**src/rtl/lcdnws_pkg.sv**
```systemverilog
`default_nettype none
// ----------------------------------------------------------------------------
// lcdnws_pkg
// shared types and constants of the character lcd nibble write sequencer
// ----------------------------------------------------------------------------
package lcdnws_pkg;

  localparam int unsigned STEP_W = 5;
  localparam int unsigned HOLD_W = 14;
  localparam int unsigned CFG_IDX_W = 3;
  localparam int unsigned CFG_DATA_W = 8;

  // request kinds
  localparam logic [1:0] CMD_INIT = 2'd0;
  localparam logic [1:0] CMD_INSTR = 2'd1;
  localparam logic [1:0] CMD_CHAR = 2'd2;
  localparam logic [1:0] CMD_CURSOR = 2'd3;

  // register indexes
  localparam logic [CFG_IDX_W-1:0] REG_ROW0 = 3'd0;
  localparam logic [CFG_IDX_W-1:0] REG_ROW1 = 3'd1;
  localparam logic [CFG_IDX_W-1:0] REG_ROW2 = 3'd2;
  localparam logic [CFG_IDX_W-1:0] REG_ROW3 = 3'd3;
  localparam logic [CFG_IDX_W-1:0] REG_FSET = 3'd4;
  localparam logic [CFG_IDX_W-1:0] REG_ENTRY = 3'd5;
  localparam logic [CFG_IDX_W-1:0] REG_DISP_ON = 3'd6;

  // instruction codes
  localparam logic [7:0] CODE_CLEAR = 8'h01;
  localparam logic [7:0] CODE_DISPLAY_OFF = 8'h08;
  localparam logic [7:0] CODE_DDRAM = 8'h80;

  // hold times in microseconds
  localparam logic [HOLD_W-1:0] HOLD_STROBE = 14'd5;
  localparam logic [HOLD_W-1:0] HOLD_POWER_UP = 14'd16000;
  localparam logic [HOLD_W-1:0] HOLD_WAKE1 = 14'd5005;
  localparam logic [HOLD_W-1:0] HOLD_WAKE2 = 14'd205;
  localparam logic [HOLD_W-1:0] HOLD_WAKE4 = 14'd1005;
  localparam logic [HOLD_W-1:0] HOLD_CLEAR = 14'd2005;
  localparam logic [HOLD_W-1:0] HOLD_INSTR = 14'd55;

  // last step index of each run
  localparam logic [STEP_W-1:0] LAST_INIT = 5'd28;
  localparam logic [STEP_W-1:0] LAST_BYTE = 5'd3;
  // first step of the init instruction block
  localparam logic [STEP_W-1:0] INIT_INSTR_BASE = 5'd9;

  // controller to datapath commands
  typedef struct packed {
    logic load;
    logic emit;
    logic last;
    logic [STEP_W-1:0] step;
  } ctrl_cmd_t;

endpackage
`default_nettype wire

```
**src/rtl/lcdnws_ctrl.sv**
```systemverilog
`default_nettype none
// ----------------------------------------------------------------------------
// lcdnws_ctrl
// request acceptance and step counter of the lcd write sequencer
// ----------------------------------------------------------------------------
module lcdnws_ctrl (
  input  wire logic                     clk,
  input  wire logic                     rst,
  input  wire logic                     start,
  input  wire logic [1:0]               cmd,
  input  wire logic [2:0]               row,
  output logic                          busy,
  output lcdnws_pkg::ctrl_cmd_t         ctrl
);

  typedef enum logic [1:0] {
    ST_IDLE = 2'b01,
    ST_RUN  = 2'b10
  } state_t;

  state_t state, state_next;
  logic [lcdnws_pkg::STEP_W-1:0] step, step_next;
  logic [lcdnws_pkg::STEP_W-1:0] last_idx, last_idx_next;
  logic accept;
  logic gives_steps;

  // cursor moves to rows four to seven are taken but emit nothing
  assign gives_steps = !((cmd == lcdnws_pkg::CMD_CURSOR) && row[2]);
  assign accept = start && (state == ST_IDLE);
  assign busy = (state == ST_RUN);

  always_comb begin
    state_next = state;
    step_next = step;
    last_idx_next = last_idx;
    unique case (state)
      ST_IDLE: begin
        if (accept && gives_steps) begin
          state_next = ST_RUN;
          step_next = '0;
          last_idx_next = (cmd == lcdnws_pkg::CMD_INIT) ? lcdnws_pkg::LAST_INIT
                                                        : lcdnws_pkg::LAST_BYTE;
        end
      end
      ST_RUN: begin
        if (step == last_idx) begin
          state_next = ST_IDLE;
        end else begin
          step_next = step + 1'b1;
        end
      end
      default: state_next = ST_IDLE;
    endcase
  end

  always_ff @(posedge clk) begin
    if (rst) begin
      state <= ST_IDLE;
      step <= '0;
      last_idx <= '0;
    end else begin
      state <= state_next;
      step <= step_next;
      last_idx <= last_idx_next;
    end
  end

  always_comb begin
    ctrl.load = accept && gives_steps;
    ctrl.emit = (state == ST_RUN);
    ctrl.last = (step == last_idx);
    ctrl.step = step;
  end

endmodule
`default_nettype wire

```
**src/rtl/lcdnws_dp.sv**
```systemverilog
`default_nettype none
// ----------------------------------------------------------------------------
// lcdnws_dp
// configuration registers, byte latch and pin step generation
// ----------------------------------------------------------------------------
module lcdnws_dp (
  input  wire logic                                 clk,
  input  wire logic                                 rst,
  input  wire logic                                 cfg_we,
  input  wire logic [lcdnws_pkg::CFG_IDX_W-1:0]     cfg_index,
  input  wire logic [lcdnws_pkg::CFG_DATA_W-1:0]    cfg_data,
  input  wire logic [1:0]                           cmd,
  input  wire logic [7:0]                           byte_value,
  input  wire logic [7:0]                           column,
  input  wire logic [2:0]                           row,
  input  wire lcdnws_pkg::ctrl_cmd_t                ctrl,
  output logic                                      step_valid,
  output logic                                      reg_select,
  output logic                                      enable_pin,
  output logic [3:0]                                data_nibble,
  output logic [lcdnws_pkg::HOLD_W-1:0]             hold_us,
  output logic                                      last_step
);

  logic [6:0] row0_start, row1_start, row2_start, row3_start;
  logic [7:0] function_set_code, entry_mode_code, display_on_code;

  // latched request
  logic       run_init;
  logic       run_rs;
  logic [7:0] run_code;

  logic [6:0] sel_start;
  logic [7:0] load_code;

  logic [lcdnws_pkg::STEP_W-1:0] t;
  logic [2:0] instr_sel;
  logic [1:0] sub;
  logic [7:0] code;
  logic       en;
  logic       from_code;
  logic       settle;
  logic [3:0] const_nib;
  logic [lcdnws_pkg::HOLD_W-1:0] const_hold;
  logic [3:0] nib;
  logic [lcdnws_pkg::HOLD_W-1:0] hold;

  always_ff @(posedge clk) begin
    if (rst) begin
      row0_start <= 7'd0;
      row1_start <= 7'd64;
      row2_start <= 7'd20;
      row3_start <= 7'd84;
      function_set_code <= 8'h28;
      entry_mode_code <= 8'h06;
      display_on_code <= 8'h0C;
    end else if (cfg_we) begin
      unique case (cfg_index)
        lcdnws_pkg::REG_ROW0:    row0_start <= cfg_data[6:0];
        lcdnws_pkg::REG_ROW1:    row1_start <= cfg_data[6:0];
        lcdnws_pkg::REG_ROW2:    row2_start <= cfg_data[6:0];
        lcdnws_pkg::REG_ROW3:    row3_start <= cfg_data[6:0];
        lcdnws_pkg::REG_FSET:    function_set_code <= cfg_data;
        lcdnws_pkg::REG_ENTRY:   entry_mode_code <= cfg_data;
        lcdnws_pkg::REG_DISP_ON: display_on_code <= cfg_data;
        default: ;
      endcase
    end
  end

  always_comb begin
    unique case (row[1:0])
      2'd0:    sel_start = row0_start;
      2'd1:    sel_start = row1_start;
      2'd2:    sel_start = row2_start;
      default: sel_start = row3_start;
    endcase
    if (cmd == lcdnws_pkg::CMD_CURSOR) begin
      load_code = lcdnws_pkg::CODE_DDRAM + {1'b0, sel_start} + column;
    end else begin
      load_code = byte_value;
    end
  end

  always_ff @(posedge clk) begin
    if (ctrl.load) begin
      run_init <= (cmd == lcdnws_pkg::CMD_INIT);
      run_rs <= (cmd == lcdnws_pkg::CMD_CHAR);
      run_code <= load_code;
    end
  end

  // init steps from nine on are five instructions of four steps each
  assign t = ctrl.step - lcdnws_pkg::INIT_INSTR_BASE;
  assign instr_sel = t[4:2];

  always_comb begin
    en = 1'b0;
    from_code = 1'b1;
    const_nib = 4'h0;
    const_hold = lcdnws_pkg::HOLD_STROBE;
    sub = ctrl.step[1:0];
    code = run_code;
    if (run_init) begin
      sub = t[1:0];
      case (instr_sel)
        3'd0:    code = function_set_code;
        3'd1:    code = lcdnws_pkg::CODE_DISPLAY_OFF;
        3'd2:    code = lcdnws_pkg::CODE_CLEAR;
        3'd3:    code = entry_mode_code;
        default: code = display_on_code;
      endcase
      if (ctrl.step < lcdnws_pkg::INIT_INSTR_BASE) begin
        from_code = 1'b0;
        en = ctrl.step[0];
        // the fourth wake-up nibble (steps seven and eight) switches to 4-bit mode
        const_nib = (ctrl.step == 5'd7 || ctrl.step == 5'd8) ? 4'h2 : 4'h3;
        case (ctrl.step)
          5'd0:    begin const_hold = lcdnws_pkg::HOLD_POWER_UP; const_nib = 4'h0; end
          5'd2:    const_hold = lcdnws_pkg::HOLD_WAKE1;
          5'd4:    const_hold = lcdnws_pkg::HOLD_WAKE2;
          5'd8:    const_hold = lcdnws_pkg::HOLD_WAKE4;
          default: const_hold = lcdnws_pkg::HOLD_STROBE;
        endcase
      end
    end
    if (from_code) begin
      en = !sub[0];
    end
    settle = from_code && (sub == 2'd3);
    nib = from_code ? (sub[1] ? code[3:0] : code[7:4]) : const_nib;
    if (settle) begin
      hold = (!run_rs && code == lcdnws_pkg::CODE_CLEAR) ? lcdnws_pkg::HOLD_CLEAR
                                                         : lcdnws_pkg::HOLD_INSTR;
    end else begin
      hold = const_hold;
    end
  end

  always_ff @(posedge clk) begin
    if (rst) begin
      step_valid <= 1'b0;
    end else begin
      step_valid <= ctrl.emit;
    end
  end

  always_ff @(posedge clk) begin
    if (ctrl.emit) begin
      reg_select <= run_rs;
      enable_pin <= en;
      data_nibble <= nib;
      hold_us <= hold;
      last_step <= ctrl.last;
    end
  end

endmodule
`default_nettype wire

```
**src/rtl/char_lcd_nibble_write_sequencer_top.sv**
```systemverilog
`default_nettype none
// ----------------------------------------------------------------------------
// char_lcd_nibble_write_sequencer_top
// turns init, instruction, character and cursor requests into timed lcd pin
// steps for a 4-bit character display
// ----------------------------------------------------------------------------
// steps: the request is registered in the controller state, each step in the
//   output registers, one step per cycle: 29 for init, 4 for the others, none
//   for rows above three; a new request is taken only while idle, not while the
//   step counter of the controller walks a run one step a cycle
// reset: synchronous; configuration registers return to their defaults, no run
// the receiver cannot stall: each step is valid for exactly one cycle
module char_lcd_nibble_write_sequencer_top (
  input  wire logic                                 clk,
  input  wire logic                                 rst,
  // request port
  input  wire logic                                 start,
  output logic                                      busy,
  input  wire logic [1:0]                           cmd,
  input  wire logic [7:0]                           byte_value,
  input  wire logic [7:0]                           column,
  input  wire logic [2:0]                           row,
  // configuration write port
  input  wire logic                                 cfg_we,
  input  wire logic [lcdnws_pkg::CFG_IDX_W-1:0]     cfg_index,
  input  wire logic [lcdnws_pkg::CFG_DATA_W-1:0]    cfg_data,
  // pin step results
  output logic                                      step_valid,
  output logic                                      reg_select,
  output logic                                      enable_pin,
  output logic [3:0]                                data_nibble,
  output logic [lcdnws_pkg::HOLD_W-1:0]             hold_us,
  output logic                                      last_step
);

  // command bundle from the controller: load, emit, step index, last flag
  lcdnws_pkg::ctrl_cmd_t ctrl;

  // controller: accepts a request and walks the step index of its run
  lcdnws_ctrl u_ctrl (
    .clk   (clk),
    .rst   (rst),
    .start (start),
    .cmd   (cmd),
    .row   (row),
    .busy  (busy),
    .ctrl  (ctrl)
  );

  // datapath: holds registers and the request byte, builds each pin step
  lcdnws_dp u_dp (
    .clk         (clk),
    .rst         (rst),
    .cfg_we      (cfg_we),
    .cfg_index   (cfg_index),
    .cfg_data    (cfg_data),
    .cmd         (cmd),
    .byte_value  (byte_value),
    .column      (column),
    .row         (row),
    .ctrl        (ctrl),
    .step_valid  (step_valid),
    .reg_select  (reg_select),
    .enable_pin  (enable_pin),
    .data_nibble (data_nibble),
    .hold_us     (hold_us),
    .last_step   (last_step)
  );

  // after a run's last step, step_valid drops before the next request can produce steps
  a_last_gap: assert property (@(posedge clk) disable iff (rst)
    step_valid && last_step |=> !step_valid)
    else $error("step right after last step");

  // a request that yields steps starts a run
  a_start_run: assert property (@(posedge clk) disable iff (rst)
    start && !busy && !(cmd == lcdnws_pkg::CMD_CURSOR && row[2]) |=> busy)
    else $error("request did not start a run");

  // each busy cycle delivers one step on the next cycle
  a_busy_emits: assert property (@(posedge clk) disable iff (rst)
    busy |=> step_valid)
    else $error("busy cycle without a step");

  // enable high steps are always the short strobe
  a_strobe_hold: assert property (@(posedge clk) disable iff (rst)
    step_valid && enable_pin |-> hold_us == lcdnws_pkg::HOLD_STROBE)
    else $error("enable strobe with wrong hold");

endmodule
`default_nettype wire
```
**config.mk**
```make
export PLATFORM = sky130hd
export DESIGN_NAME = char_lcd_nibble_write_sequencer_top
export DESIGN_NICKNAME = d
export VERILOG_FILES = /design/src/rtl/lcdnws_pkg.sv /design/src/rtl/lcdnws_ctrl.sv /design/src/rtl/lcdnws_dp.sv /design/src/rtl/char_lcd_nibble_write_sequencer_top.sv
export SDC_FILE = /design/constraint.sdc
export NUM_CORES = 1
export LEC_CHECK = 0
export ABC_AREA = 1
export BUFFER_PORTS_ARGS = -buffer_cell sky130_fd_sc_hd__buf_4
export CAP_MARGIN = 25
export CORE_MARGIN = 2
export CORE_UTILIZATION = 60
export DETAILED_ROUTE_END_ITERATION = 10
export PLACE_DENSITY = 0.92
export RECOVER_POWER = 25
export SYNTH_ARGS = -nofsm -noshare
export SYNTH_HDL_FRONTEND = slang
export SYNTH_HIERARCHICAL = 1
export SYNTH_SLANG_ARGS = --single-unit
```
**constraint.sdc**
```tcl
create_clock -name clk -period 4.5 [get_ports clk]
set_input_delay 0.225 -clock clk [delete_from_list [all_inputs] [get_ports clk]]
set_output_delay 0.225 -clock clk [all_outputs]
set_load 0.02 [all_outputs]
```
Word level (Yosys, flattened, before mapping). Cells that the tools add are included.

Bits in registers: 96. Bits in latches: 0. Bits in writable memories: 0. ROM bits: 0. Bits of input ports: 36. Output and inout bits: 23. Word-level logic and storage cells: 102. Memories kept: 0.

$add $sub $neg: 4. Multipliers: 0. Divide/modulo/power cells: 0. Magnitude comparators: 1. Equality and inequality tests: 25. Shifts and indexed selects: 0. Muxes and demuxes: 28. Bitwise operators: 0. Reduce and logical (&&, ||, !) cells: 25.

Operator list (number): $pmux W14 S4 (1); $mux W14 (3); $pmux W8 S4 (1); $pmux W7 S3 (1); $mux W4 (5); $reduce_and A2 Y1 (9); $mux W8 (2); $mux W5 (3); $eq A3 B2 Y1 const B (4); $mux W11 (1); $eq A2 B2 Y1 const B (5); $eq A5 B3 Y1 const B (2); $pmux W5 S2 (1); $eq A3 B3 Y1 const B (3); $add A8 B7 Y8 const A (1); $add A8 B8 Y8 (1); $eq A8 B1 Y1 const B (1); $eq A3 B1 Y1 const B (2); $logic_not A3 Y1 (2); $mux W1 (6); $mux W2 (3); $add A5 B1 Y5 const B (1); $eq A5 B2 Y1 const B (1); $eq A5 B4 Y1 const B (1); 14 further kinds (23).

Longest topological paths before layout. Gate-level depths: netlist of the first run.

Depth after elaboration: 8. Mapped depth: 17. Mapped depth without buffers: 16.

Hierarchy. Netlist of the first run, hierarchy kept.

By module, submodules not included: lcdnws_dp (times used 1, cells each 552, area each 4156.5 um^2); lcdnws_ctrl (times used 1, cells each 68, area each 495.5 um^2).

Worst setup path before layout of the first run. No wires, ideal clock.

Path kind: input -> register. Start point: in row[0]. End point: reg u_dp.run_code[6] (data pin). Arrival: 2208 ps. Data required time: 4247 ps. Setup slack: 2038 ps. Stages on the path: 16. Path buffers: 1. Cell sequence: clkbuf_1 inv_1 nor2_1 nand2_1 nand3_1 o21ai_0 inv_1 ha_1 fa_1 a31oi_1 or2_2 nand2_1 a21oi_1 or2_2 nand3_1 nand2_1.

Word-level cells in the longest chain between the ends: 5.

RTL lines: start, declared (line char_lcd_nibble_write_sequencer_top.sv:22) `input wire logic [2:0] row,`; $eq A2 B2 Y1 (tied with other cells) (line lcdnws_dp.sv:72) `unique case (row[1:0])`; $pmux W7 S3 * (line lcdnws_dp.sv:72); $add A8 B7 Y8 * (line lcdnws_dp.sv:79) `load_code = lcdnws_pkg::CODE_DDRAM + {1'b0, sel_start} + column;`; $add A8 B8 Y8 * (line lcdnws_dp.sv:79); $mux W8 * (line lcdnws_dp.sv:78) `if (cmd == lcdnws_pkg::CMD_CURSOR) begin`; net u_dp.load_code[6] (line lcdnws_dp.sv:34) `logic [7:0] load_code;`; end signal, assigned (line lcdnws_dp.sv:89) `run_code <= load_code;`; end, declared (line lcdnws_dp.sv:31) `logic [7:0] run_code;`.

The timed path passes the listed nets; every way through them passes the cells marked *. A chain may end at the register's enable or synchronous reset.

Worst setup path in the final report of the first run.
Start point: reg u_ctrl/step[0] (netlist name). End point: reg u_dp/hold_us[5] (netlist name) (data pin).

Word-level cells in the longest chain between the ends: 8.

RTL lines: start, declared (line lcdnws_ctrl.sv:22) `logic [lcdnws_pkg::STEP_W-1:0] step, step_next;`; start signal, assigned (line lcdnws_ctrl.sv:63) `step <= step_next;`; $sub A5 B4 Y5 (line lcdnws_dp.sv:94) `assign t = ctrl.step - lcdnws_pkg::INIT_INSTR_BASE;`; $eq A3 B2 Y1 (tied with other cells) (line lcdnws_dp.sv:106) `case (instr_sel)`; $pmux W8 S4 (line lcdnws_dp.sv:106); $mux W8 (line lcdnws_dp.sv:104) `if (run_init) begin`; $eq A8 B1 Y1 (line lcdnws_dp.sv:133) `hold = (!run_rs && code == lcdnws_pkg::CODE_CLEAR) ? lcdnws_pkg::HOLD_CLEAR`; $logic_and A1 B1 Y1 (line lcdnws_dp.sv:133); $mux W11 (line lcdnws_dp.sv:133); $mux W14 * (line lcdnws_dp.sv:132) `if (settle) begin`; net u_dp.hold (one bit) (line lcdnws_dp.sv:46) `logic [lcdnws_pkg::HOLD_W-1:0] hold;`; end signal, assigned (line lcdnws_dp.sv:153) `hold_us <= hold;`; end, declared (line lcdnws_dp.sv:21) `output logic [lcdnws_pkg::HOLD_W-1:0] hold_us,`.

Marked as above.

==> results of run 1 <==
-- kinds of logic after synthesis --
| kind of cell | Yosys count | share of synthesized area (%) |
|---|---|---|
| xor gates and xnor gates | 4 | 0.753 |
| AOI/OAI and AO/OA | 96 | 11.2 |
| adders and majority gates | 13 | 3.66 |
| buffers and inverters | 79 | 6.83 |
| DFF | 91 | 45.4 |
| and+or+nand+nor | 337 | 32.1 |
-- final timing paths --
path / slack, ns / to / start / cells past startpoint
worst max register to register: 1.89 / u_dp/hold_us[5] / u_ctrl/step[0] / 14
worst min-delay path: 0.14 / u_dp/step_valid / rst / 2
worst max-delay path: 1.89 / u_dp/hold_us[5] / u_ctrl/step[0] / 14
worst min register to register: 0.46 / u_dp/row3_start[6] / u_dp/row3_start[6] / 2
-- stage by stage --
stage / cell area [sq um] / utilization [%]
after floorplan: 4650 / -
after global placement: 5140 / 67.6
after detailed placement: 5170 / 68.0
after CTS: 5370 / 70.6
after global routing: 5260 / 69.2
final: 5260 / 69.2
-- worst max-delay path, stage by stage (launching register included) --
cell and delay [ns]:
dfxtp_1 0.56, inv_1 0.20, ha_1 0.30, nand2_4 0.10
nand2_2 0.06, nand2_4 0.09, nand2_4 0.12, o21ai_0 0.17
inv_1 0.05, a21boi_1 0.24, nand2_1 0.15, nor2_4 0.13
nand2_1 0.06, nand2_1 0.07, nand2_1 0.06
-- routing by layer --
metal	up-vias	global-route usage [%]	wire, microns
met5	-	0	0
met4	0	11.3	229
met3	25	4.44	686
met2	170	50.2	5700
met1	1961	33.1	4510
li1	2133	-	-
-- cells in the mapped netlist, types with 3 or more instances --
| cell type | n |
|---|---|
| inv_1 | 60 |
| nand3_1 | 59 |
| dfxtp_1 | 62 |
| ha_1 | 12 |
| nand4_1 | 7 |
| o21ai_0 | 64 |
| inv_2 | 5 |
| buf_4 | 3 |
| nor2_1 | 113 |
| nand2_4 | 5 |
| a31oi_1 | 3 |
| a21oi_1 | 12 |
| nand2_1 | 129 |
| nand3_2 | 3 |
| o21ai_2 | 3 |
| o21ai_1 | 6 |
| a21boi_1 | 3 |
| nand2_2 | 9 |
| edfxtp_1 | 29 |
| clkbuf_1 | 7 |
-- sequential cells by signal (all words and copies together), names as in the netlist, 4 cells and up --
register and cells:
u_dp/entry_mode_code 8, u_ctrl/step 5, u_dp/row0_start 7, u_dp/data_nibble 4
u_dp/row1_start 7, u_dp/row2_start 7, u_dp/row3_start 7, u_dp/hold_us 12
u_dp/function_set_code 8, u_dp/run_code 8, u_dp/display_on_code 8
-- final cells by class --
cell class                 instances  share of cell area, %
timing repair buffer              59                   6.77
sequential                        91                   40.1
clock inverter                     4                  0.380
inverter                          66                   4.71
clock buffer                      12                   3.38
tap                              102                   2.42
multi-input combinational        450                   42.2
-- power by group through the flow --
| stage | clock, mW | sequential, mW | combinational [mW] |
|---|---|---|---|
| floorplan | 0 | 0.909 | 0.131 |
| global route | 0.587 | 0.899 | 0.229 |
| CTS | 0.549 | 0.895 | 0.206 |
| finish | 0.543 | 0.896 | 0.203 |
| global placement | 0 | 0.913 | 0.195 |
| detailed placement | 0 | 0.914 | 0.206 |
==> results_dict.tcl, run 1 <==
set metrics [dict create \
    htreeDepth 3 \
    post_cts_resized 0 \
    ys_seq_area_share_pct 45.4 \
    timing.hold.ws_ns 0.138 \
    io_buffers 58 \
    die_area_sq_um 8470 \
    synth-edff-count 29 \
    status "complete, no violations" \
    synthTopCellsByArea "dfxtp_1 27%, edfxtp_1 19%, nand2_1 10%" \
    hold_class "input port to flop" \
    cap_violations 0 \
    final.period_utilization_pct 57.9 \
    fin_cells 784 \
    ctsLongestPathBuffers 2 \
    seq_power_share_pct 54.5 \
    place_congestion 0.936 \
    multi_input_area_sq_um 2220 \
    cts_tree "built" \
    power.switching_mw 0.427 \
    insertion_delay_ns 0.35 \
    post_cts_buffers 0 \
    p_leak_nw 2.48 \
    setup_viol 0 \
    post-place-ws_ns 1.85 \
    ant_nets 0 \
    ys_seq_elements 91 \
    post_drt_wl_per_cell_microns 14.2 \
    grt_pass1_vias 4188 \
    final_common_cell "nand2_1" \
    drc 0 \
    power_density_nw_per_um2 312 \
    yosysTopAreaCell "dfxtp_1" \
    fin_ws_ns 1.89 \
    syn_to_final_growth_pct 13.2 \
    cts_buffers 9 \
    peakVddDrop_mv 0.197 \
    root_buffer "clkbuf_8" \
    grt_overflow 0 \
    dp_hpwl_microns 8250 \
    die_y_microns 92.1 \
    routed_via_density 5.47 \
    crit_fanout 15 \
    die_x_microns 92.1 \
    core_area_sq_um 7610 \
    syn_area_sq_um 4650 \
    cp_data_arrival_time_ns 2.73 \
    p_sw_share_pct 26.0 \
    slew_headroom_pct 26.6 \
    clk_pin_slew_ns 0.09 \
    seqCellArea_sq_um 2110 \
    first_pass_iters 6 \
    power.total_mw 1.64 \
    top_level_ports 59 \
    cts_hold_buf 0 \
    min_period_ns 2.61 \
    drive_above_1_share_pct 12.8 \
    grt_use_total_pct 27.9 \
    tightest_slew_ns 1.10 \
    pwr-share-comb_pct 12.4 \
    clock_skew_ns 0.00719 \
    rsz0062_at_grt "false" \
    route.vias.total 4289 \
    antenna_found_initial 0 \
    max_freq_ghz 0.383 \
    async_flop_share_pct 0 \
    layout_common_cells "129 x nand2_1, 113 x nor2_1, 64 x o21ai_0" \
    yosys_warnings 6 \
    end_kind "flop" \
    cp-start-kind "flop" \
    grt_pass1_wl_microns 18900 \
    clock_sinks 91 \
    synth_top_area_share_pct 26.7 \
    p_int_mw 1.22 \
    diodes 0 \
    grt_max_degree 31 \
    drv_slew 0 \
    synth_fp_nets 669 \
    placedCellCount 768 \
    synth_cell_type_count 38 \
    timing_worst_setup_path_type "flop to flop" \
    fillers 676 \
    clkPwrFrac_pct 33.1 \
    setup_tns_ns 0 \
    synthFlopType "dfxtp_1" \
    rows 32 \
    critPathRequiredTime_ns 4.62 \
    drt-total-wl_microns 11100 \
    hold_viol_final 0 \
    drt_iter0_markers 414 \
    fin_nets 726 \
    syn_inst 620 \
    avgSynthCellArea_sq_um 7.50 \
    initial_core_util_pct 61.2 \
]
No activity file was read; power rests on OpenSTA's default activity.
==> run 2, diff against run 1 <==
--- a/config.mk
+++ b/config.mk
@@ -9,9 +9,9 @@
 export BUFFER_PORTS_ARGS = -buffer_cell sky130_fd_sc_hd__buf_4
 export CAP_MARGIN = 25
 export CORE_MARGIN = 2
-export CORE_UTILIZATION = 60
+export CORE_UTILIZATION = 58
 export DETAILED_ROUTE_END_ITERATION = 10
-export PLACE_DENSITY = 0.92
+export PLACE_DENSITY = 0.9
 export RECOVER_POWER = 25
 export SYNTH_ARGS = -nofsm -noshare
 export SYNTH_HDL_FRONTEND = slang
==> constraint.sdc (replaced) <==
create_clock -name clk -period 2.7 [get_ports clk]
set_input_delay 0.135 -clock clk [delete_from_list [all_inputs] [get_ports clk]]
set_output_delay 0.135 -clock clk [all_outputs]
set_load 0.02 [all_outputs]
==> results_dict.tcl, run 2 (synthesis results as in run 1) <==
set metrics [dict create \
    die_y_microns 93.6 \
    cts_tree "built" \
    initial_core_util_pct 59.9 \
    post_cts_resized 0 \
    cap_violations 0 \
    grt_overflow 0 \
    first_pass_iters 5 \
    status "complete, no violations" \
    max_freq_ghz 0.419 \
    diodes 0 \
    top_usage_layer "met2" \
    die_area_sq_um 8750 \
    ant_nets 0 \
    slew_headroom_pct 41.5 \
    power_density_nw_per_um2 511 \
    die_x_microns 93.6 \
    final.period_utilization_pct 88.4 \
    root_buffer "clkbuf_8" \
    timing_worst_setup_path_type "flop to flop" \
    placedCellCount 774 \
    cp-start-kind "flop" \
    multi_input_area_sq_um 2220 \
    largest_register "u_dp/hold_us" \
    antenna_found_initial 0 \
    cp_data_arrival_time_ns 2.52 \
    use_met2_pct 46.3 \
    tightest_slew_ns 0.878 \
    timing.hold.ws_ns 0.0368 \
    clock_sinks 91 \
    peakVddDrop_mv 0.342 \
    hold_viol_final 0 \
    drc 0 \
    grt_use_total_pct 26.9 \
    drt-total-wl_microns 11300 \
    core_area_sq_um 7770 \
    use_met3_pct 4.35 \
    fillers 682 \
    grt_max_degree 53 \
    use_met1_pct 32.6 \
    rows 32 \
    htreeDepth 3 \
    drt_iter0_markers 356 \
    grt_pass1_wl_microns 18500 \
    cts_buffers 9 \
    top_level_ports 59 \
    io_buffers 58 \
    dp_hpwl_microns 7990 \
    insertion_delay_ns 0.37 \
    critPathRequiredTime_ns 2.83 \
    grt_pass1_vias 4034 \
    ctsLongestPathBuffers 2 \
    dpl_cell_area_sq_um 5200 \
    seqCellArea_sq_um 2110 \
    routed_via_density 5.47 \
    layout_common_cells "129 x nand2_1, 113 x nor2_1, 64 x o21ai_0" \
    utilization_pct 68.2 \
    hold_class "input port to flop" \
    reg2reg_slack_ns 0.31 \
    drive_above_1_share_pct 13.2 \
    end_kind "flop" \
    drv_slew 0 \
    largest_reg_flops 12 \
    p_leak_nw 2.50 \
    final_common_cell "nand2_1" \
    min_period_ns 2.39 \
    rsz0062_at_grt "false" \
    place_congestion 1.03 \
    fin_cells 791 \
    syn_to_final_growth_pct 13.9 \
    fin_area_sq_um 5300 \
    clock_skew_ns 0.0160 \
    route.vias.total 4323 \
    setup_tns_ns 0 \
    crit_fanout 8 \
    clk_pin_slew_ns 0.10 \
    fin_nets 733 \
    setup_viol 0 \
    post_drt_wl_per_cell_microns 14.3 \
]
## run 2: changes by cell type in the layout (fill, tap and decap cells not counted), moves of 2 or more
cell       change
buf_4          +3
clkinv_4       +3
clkinv_2       -3
clkbuf_16      -2
## run 2: final timing paths
kind / from / depth (start not counted) / to
max: u_ctrl/step[0] / 13 / u_dp/hold_us[5]
min: cfg_data[7] / 3 / u_dp/function_set_code[7]
max reg2reg: u_ctrl/step[0] / 13 / u_dp/hold_us[5]
min reg2reg: u_dp/row2_start[2] / 2 / u_dp/row2_start[2]
## run 2: repair_timing
action,CTS,global route
hold buffers,1,0
hold endpoints to repair,2,0
buffers inserted,0,0
## run 2: through the flow
step / setup slack (ns) / power, mW
6_report: 0.313 / 2.71
3_3_place_gp: 0.284 / 1.85
3_5_place_dp: 0.165 / 1.86
4_1_cts: 0.342 / 2.72
5_1_grt: 0.0965 / 2.83
2_1_floorplan: 0.328 / 1.73
## run 2: layout make-up
class / count / area share, %
clock inverter: 6 / 0.945
inverter: 66 / 4.68
tap: 102 / 2.41
clock buffer: 10 / 2.60
sequential: 91 / 39.9
timing repair buffer: 66 / 7.58
multi-input combinational: 450 / 41.9
## run 2: worst max-delay path: stages, from the launching register on
cell,delay (ns)
dfxtp_1,0.32
inv_1,0.16
ha_1,0.28
inv_1,0.08
nand2_1,0.06
nand2_1,0.21
o21ai_1,0.19
nand3_1,0.13
a21boi_1,0.25
nand2_1,0.13
nor2_4,0.14
nand2_1,0.06
nand2_1,0.07
nand2_1,0.06
## run 2: routing by layer
| layer | share of wire (%) | vias up |
|---|---|---|
| met2 | 48 | 183 |
| met4 | 3.7 | 0 |
| met1 | 42 | 1958 |
| met3 | 6.2 | 37 |
| met5 | 0 | - |
| li1 | - | 2145 |
## run 2: report_power, final
group / total, mW / internal, mW / switching (mW)
clock network: 0.872 / 0.369 / 0.503
registers: 1.49 / 1.46 / 0.0244
logic: 0.347 / 0.126 / 0.222
